## src/rtl/psl_ram.sv

```systemverilog
module psl_ram #(
	parameter int WIDTH = 8,
	parameter int DEPTH = 512
) (
	input  logic                     clk,
	input  logic                     we,
	input  logic [$clog2(DEPTH)-1:0] waddr,
	input  logic [WIDTH-1:0]         wdata,
	input  logic [$clog2(DEPTH)-1:0] raddr,
	output logic [WIDTH-1:0]         rdata
);

	logic [WIDTH-1:0] mem [DEPTH];

	always_ff @(posedge clk) begin
		if (we) begin
			mem[waddr] <= wdata;
		end
		rdata <= mem[raddr];
	end

endmodule

```

## config.mk

```make
export PLATFORM = sky130hd
export DESIGN_NAME = psl_ram
export DESIGN_NICKNAME = d
export VERILOG_FILES = /design/src/rtl/psl_ram.sv
export SDC_FILE = /design/constraint.sdc
export NUM_CORES = 2
export LEC_CHECK = 0
export BUFFER_PORTS_ARGS = -buffer_cell sky130_fd_sc_hd__buf_2
export CAP_MARGIN = 20
export CORE_UTILIZATION = 43
export DETAILED_ROUTE_END_ITERATION = 8
export PLACE_DENSITY_LB_ADDON = 0.25
export RECOVER_POWER = 50
export SLEW_MARGIN = 30
export SYNTH_ARGS = -nofsm -noshare
export SYNTH_HDL_FRONTEND = slang
export SYNTH_SLANG_ARGS = --single-unit
```

## constraint.sdc

```tcl
create_clock -name clk -period 2.3 [get_ports clk]
set_input_delay 0 -clock clk [delete_from_list [all_inputs] [get_ports clk]]
set_output_delay 0 -clock clk [all_outputs]
set_load 0.03 [all_outputs]
```

* Word-level counts from Yosys, hierarchy flattened
Memory sizes are Yosys's and may differ from the RTL's. A register that Yosys moved wholly into a read port is not among the register bits.
Index checks and enable logic that the tools add are counted.
W data, S select, Z words.
** Storage, ports and cells
- Bits in registers :: 0
- RAM bits :: 4096
- Input port bits :: 28
- Output and inout bits :: 8
- Logic and storage cells :: 3
- Memories kept :: 1
** Memory list
- mem :: depth 512, width 8, read ports 1, clocked after memory_dff 1, write ports 1, RTL line 13 : logic [WIDTH-1:0] mem [DEPTH];
** Cells by class
- Multiplexer cells :: 2
** Operators by type and width (count)
- $mux W1 :: 2

* Longest topological paths before layout
- Depth after elaboration :: 2
- Depth in mapped cells :: 12
- Gate-level depth less buffers :: 7

* Least setup slack after synthesis
No wires, ideal clock.
- Kind :: in2reg
- From :: in raddr[0]
- To :: reg rdata[0], read port of mem
- Arrival :: 1.854 ns
- Data required time :: 2.182 ns
- Slack :: 0.328 ns
- Cell stages on the path :: 10
- Cells stage by stage :: buf_4 -> buf_12 -> buf_12 -> buf_2 -> mux4_2 -> o21ai_0 -> nand3_1 -> nand4_1 -> o21ai_0 -> o2111a_1
** RTL lines
- from (decl) :: RTL line 9 : input logic [$clog2(DEPTH)-1:0] raddr,
- to (decl) :: RTL line 10 : output logic [WIDTH-1:0] rdata

==> impl_metrics.yaml <==
clock_network:
  clockRootBuffer: "clkbuf_16"
  cts_tree: "yes"
  numCtsBuffers: 414
  clock_path_buffers: 4
  clk_pin_slew_ns: 0.06
  cts_num_sinks: 4104
  clk_latency_ns: 0.99
  h-tree-depth: 5
grt:
  grt_start_max_net_pins: 133
  antenna_found_initial: 28
  grtUsageTotal_pct: 23.31
  gr-total-overflow: 0
  grt_pass1_vias: 86480
  grt_pass1_wl_um: 630000
route:
  wire_per_inst_um: 30.01
  routed_via_density: 5.865
  vias: 86450
  detail-route-antenna-nets: 0
  dr.pass1.iters: 5
  first_iter_violations: 10970
  drcViolationCount: 0
  routed_wl_um: 442300
run_status:
  violations: "capacitance limit, slew limit, setup timing"
  status: "finished with violations"
timing:
  relSlewSlack_pct: -34.25
  finalClockSkew_ns: 0.07543
  hold_viol: 0
  max_freq_mhz: 402.8
  post-route-min-period_ns: 2.483
  tns_ns: -11.65
  worst_pin_slew_ns: 2.014
  rsz0062_at_grt: "true"
  period_share_pct: 108.0
  finalSetupViolations: 330
  drv_slew: 555
  fin_ws_ns: -0.1829
yosys:
  syn-instance-count: 8030
  synth_common_cells: "edfxtp_1, mux2i_1, mux4_2"
  yosys_warnings: 0
  synth_top_flop_cell: "edfxtp_1"
  syn_area_per_cell_um2: 19.92
  synth_simple_gate_area_share_pct: 2.631
  syn_area_um2: 159900
  mappedNetlistNets: 8058
  yosys_register_bits: 4104
  synth_area_leaders: "edfxtp_1, mux4_2, mux2i_1"
  synthAdderAreaFrac_pct: 0
  synthXorXnorAreaFrac_pct: 0
  yosysTopAreaCell: "edfxtp_1"
  synth_compound_area_share_pct: 4.313
  synthMuxAreaShare_pct: 14.20
  synth_edf_count: 4096
  synth.most_common_cell: "edfxtp_1"
  async_reset_ff_share_pct: 0
  ys_types: 51
  netlist.area_leader.share_pct: 76.91
  synth_top_family_by_area: "multiplexers"
  yosysSeqAreaShare_pct: 77.01
setup_path:
  critPathKind: "flip-flop to flip-flop"
  crit_arrival_ns: 3.39
  path_max_fanout: 2
  endpoint_kind: "flip-flop"
  cp_cell_sequence: "mux2i_2 -> o221ai_2 -> a21oi_1 -> nor4_2 -> buf_4 -> nand4_1 -> buf_4 -> nor4_4 -> buf_4 -> o2111a_1"
  required_ns: 3.21
  crit_path_start_kind: "flip-flop"
  cpPeakStageDelay_ns: 0.38
  cp_common_cell: "buf_4"
  cp_slowest_cell: "nor4_4"
layout:
  syn_to_final_growth_pct: 19.09
  drive_gt1_share_pct: 28.28
  utilization_pct: 51.56
  num-nets-final: 9466
  fill_cells: 29250
floorplan:
  core-area_um2: 369400
  die_w_um: 611.9
  die_h_um: 611.9
  start_util_pct: 43.29
  io_pins: 36
  rows: 223
  die_area_um2: 374400
hold_path:
  hp-class: "input pin to flip-flop"
placed_design:
  hpwl_um: 288800
  gp_congestion: 0.9219
  portBuffers: 35
power_and_ir_drop:
  peakVddDrop_uv: 621.3
  p_per_area_nw_per_um2: 831.6
  leakage_nw: 62.91
job:
  maxCapViolations: 9
[through the flow]
step	setup WS (ns)	instance area [um2]	power (mW)	hold slack, ns	cells
4_1_cts	-0.1411	191200	159.4	0.007217	14730
3_3_place_gp	-1.824	177000	92.79	0.4125	13940
6_report	-0.1829	190500	158.4	0.08206	14740
3_5_place_dp	-1.284	177000	92.94	0.4181	13950
2_1_floorplan	0.3282	159900	87.97	0.09887	8030
5_1_grt	-0.2755	190500	162.4	0.02215	14740
[final timing paths]
kind                                             from          endpoint  slack [ns]  depth (start not counted)
worst min register to register  mem[372][4]$_DFFE_PP_  rdata[4]$_DFF_P_        1.25                          7
worst max-delay path            mem[267][2]$_DFFE_PP_  rdata[2]$_DFF_P_       -0.18                         10
worst min-delay path                         raddr[3]  rdata[5]$_DFF_P_        0.08                          5
worst max register to register  mem[267][2]$_DFFE_PP_  rdata[2]$_DFF_P_       -0.18                         10
[final cells by class]
cell class	instances	area, um2	area share, %
diodes	9	22.52	0.01182
clock buffers	505	10910	5.728
repair buffers	1505	13010	6.829
clock inverters	255	2545	1.336
flip-flops and latches	4104	123200	64.66
inverters	3	18.77	0.009854
multi-input cells	3410	34610	18.17
well taps	4950	6193	3.252
[sequential cells by signal (all words and copies together) (netlist names)]
signal	flops
mem	4096
rdata	8
[layout by cell type (no fill, tap or decap), types with 9 or more instances in the layout]
cell type | synthesis | routed
a211oi_1 | 17 | 16
a21oi_1 | 194 | 184
a21oi_2 | 0 | 9
a22oi_1 | 61 | 59
and2_1 | 20 | 19
buf_12 | 5 | 161
buf_2 | 57 | 24
buf_4 | 70 | 1150
buf_6 | 64 | 9
bufinv_16 | 0 | 41
clkbuf_1 | 265 | 156
clkbuf_16 | 0 | 420
clkbuf_2 | 0 | 32
clkbuf_4 | 0 | 19
clkbuf_8 | 0 | 9
clkinv_1 | 0 | 97
clkinv_2 | 0 | 73
clkinvlp_4 | 0 | 14
diode_2 | 0 | 9
dlygate4sd3_1 | 0 | 27
edfxtp_1 | 4096 | 4096
inv_6 | 0 | 12
mux2i_1 | 797 | 792
mux4_2 | 654 | 654
nand2_1 | 111 | 96
nand2_4 | 0 | 12
nand3_1 | 36 | 31
nand4_1 | 32 | 32
nor2_1 | 597 | 587
nor2_2 | 0 | 9
nor3_1 | 109 | 105
nor4_1 | 36 | 17
nor4_2 | 0 | 9
nor4_4 | 0 | 10
o21ai_0 | 118 | 109
o221ai_1 | 371 | 345
o221ai_2 | 1 | 27
o22ai_1 | 163 | 159
o31ai_1 | 13 | 12
[report_power, final]
group | switching (mW) | total, mW | internal, mW | leakage, nW
clock network | 28.6 | 67.0 | 38.4 | 6.55
registers | 0.104 | 82.5 | 82.4 | 36.9
logic | 5.64 | 8.92 | 3.28 | 19.5
total | 34.3 | 158 | 124 | 62.9
[metal layers]
metal	track usage, %	up-vias	routed length, um
met2	37.39	3913	211600
met3	3.801	678	36630
met4	6.659	2	13760
met1	33.04	45570	180300
li1	-	36290	-
met5	0	-	16
[worst max-delay path, delay by kind of cell (launching register included)]
kind / cells / cell delay, ns
flip-flops: 1 / 0.35
AO/OA/AOI/OAI: 3 / 0.55
buffers and inverters: 3 / 0.58
multiplexers: 1 / 0.09
AND/OR/NAND/NOR: 3 / 0.84
[cell families (layout without fill, tap and decap cells)]
| family | count (synthesis) | after routing |
|---|---|---|
| AND/OR/NAND/NOR | 980 | 980 |
| AO/OA/AOI/OAI | 979 | 979 |
| other | 0 | 9 |
| buffers and inverters | 516 | 2268 |
| multiplexers | 1451 | 1451 |
| flip-flops | 4104 | 4104 |
[repair_timing]
| item | in CTS | in global routing |
|---|---|---|
| setup buffers | 3 | 1 |
| pin swaps | 33 | 14 |
| endpoints found under the setup margin | 8 | 8 |
| gates resized for setup | 77 | 36 |
| hold endpoints to repair | 4238 | 0 |
| cloned | 0 | 0 |
| hold buffers | 29 | 0 |
(Power assumes the default switching activity.)
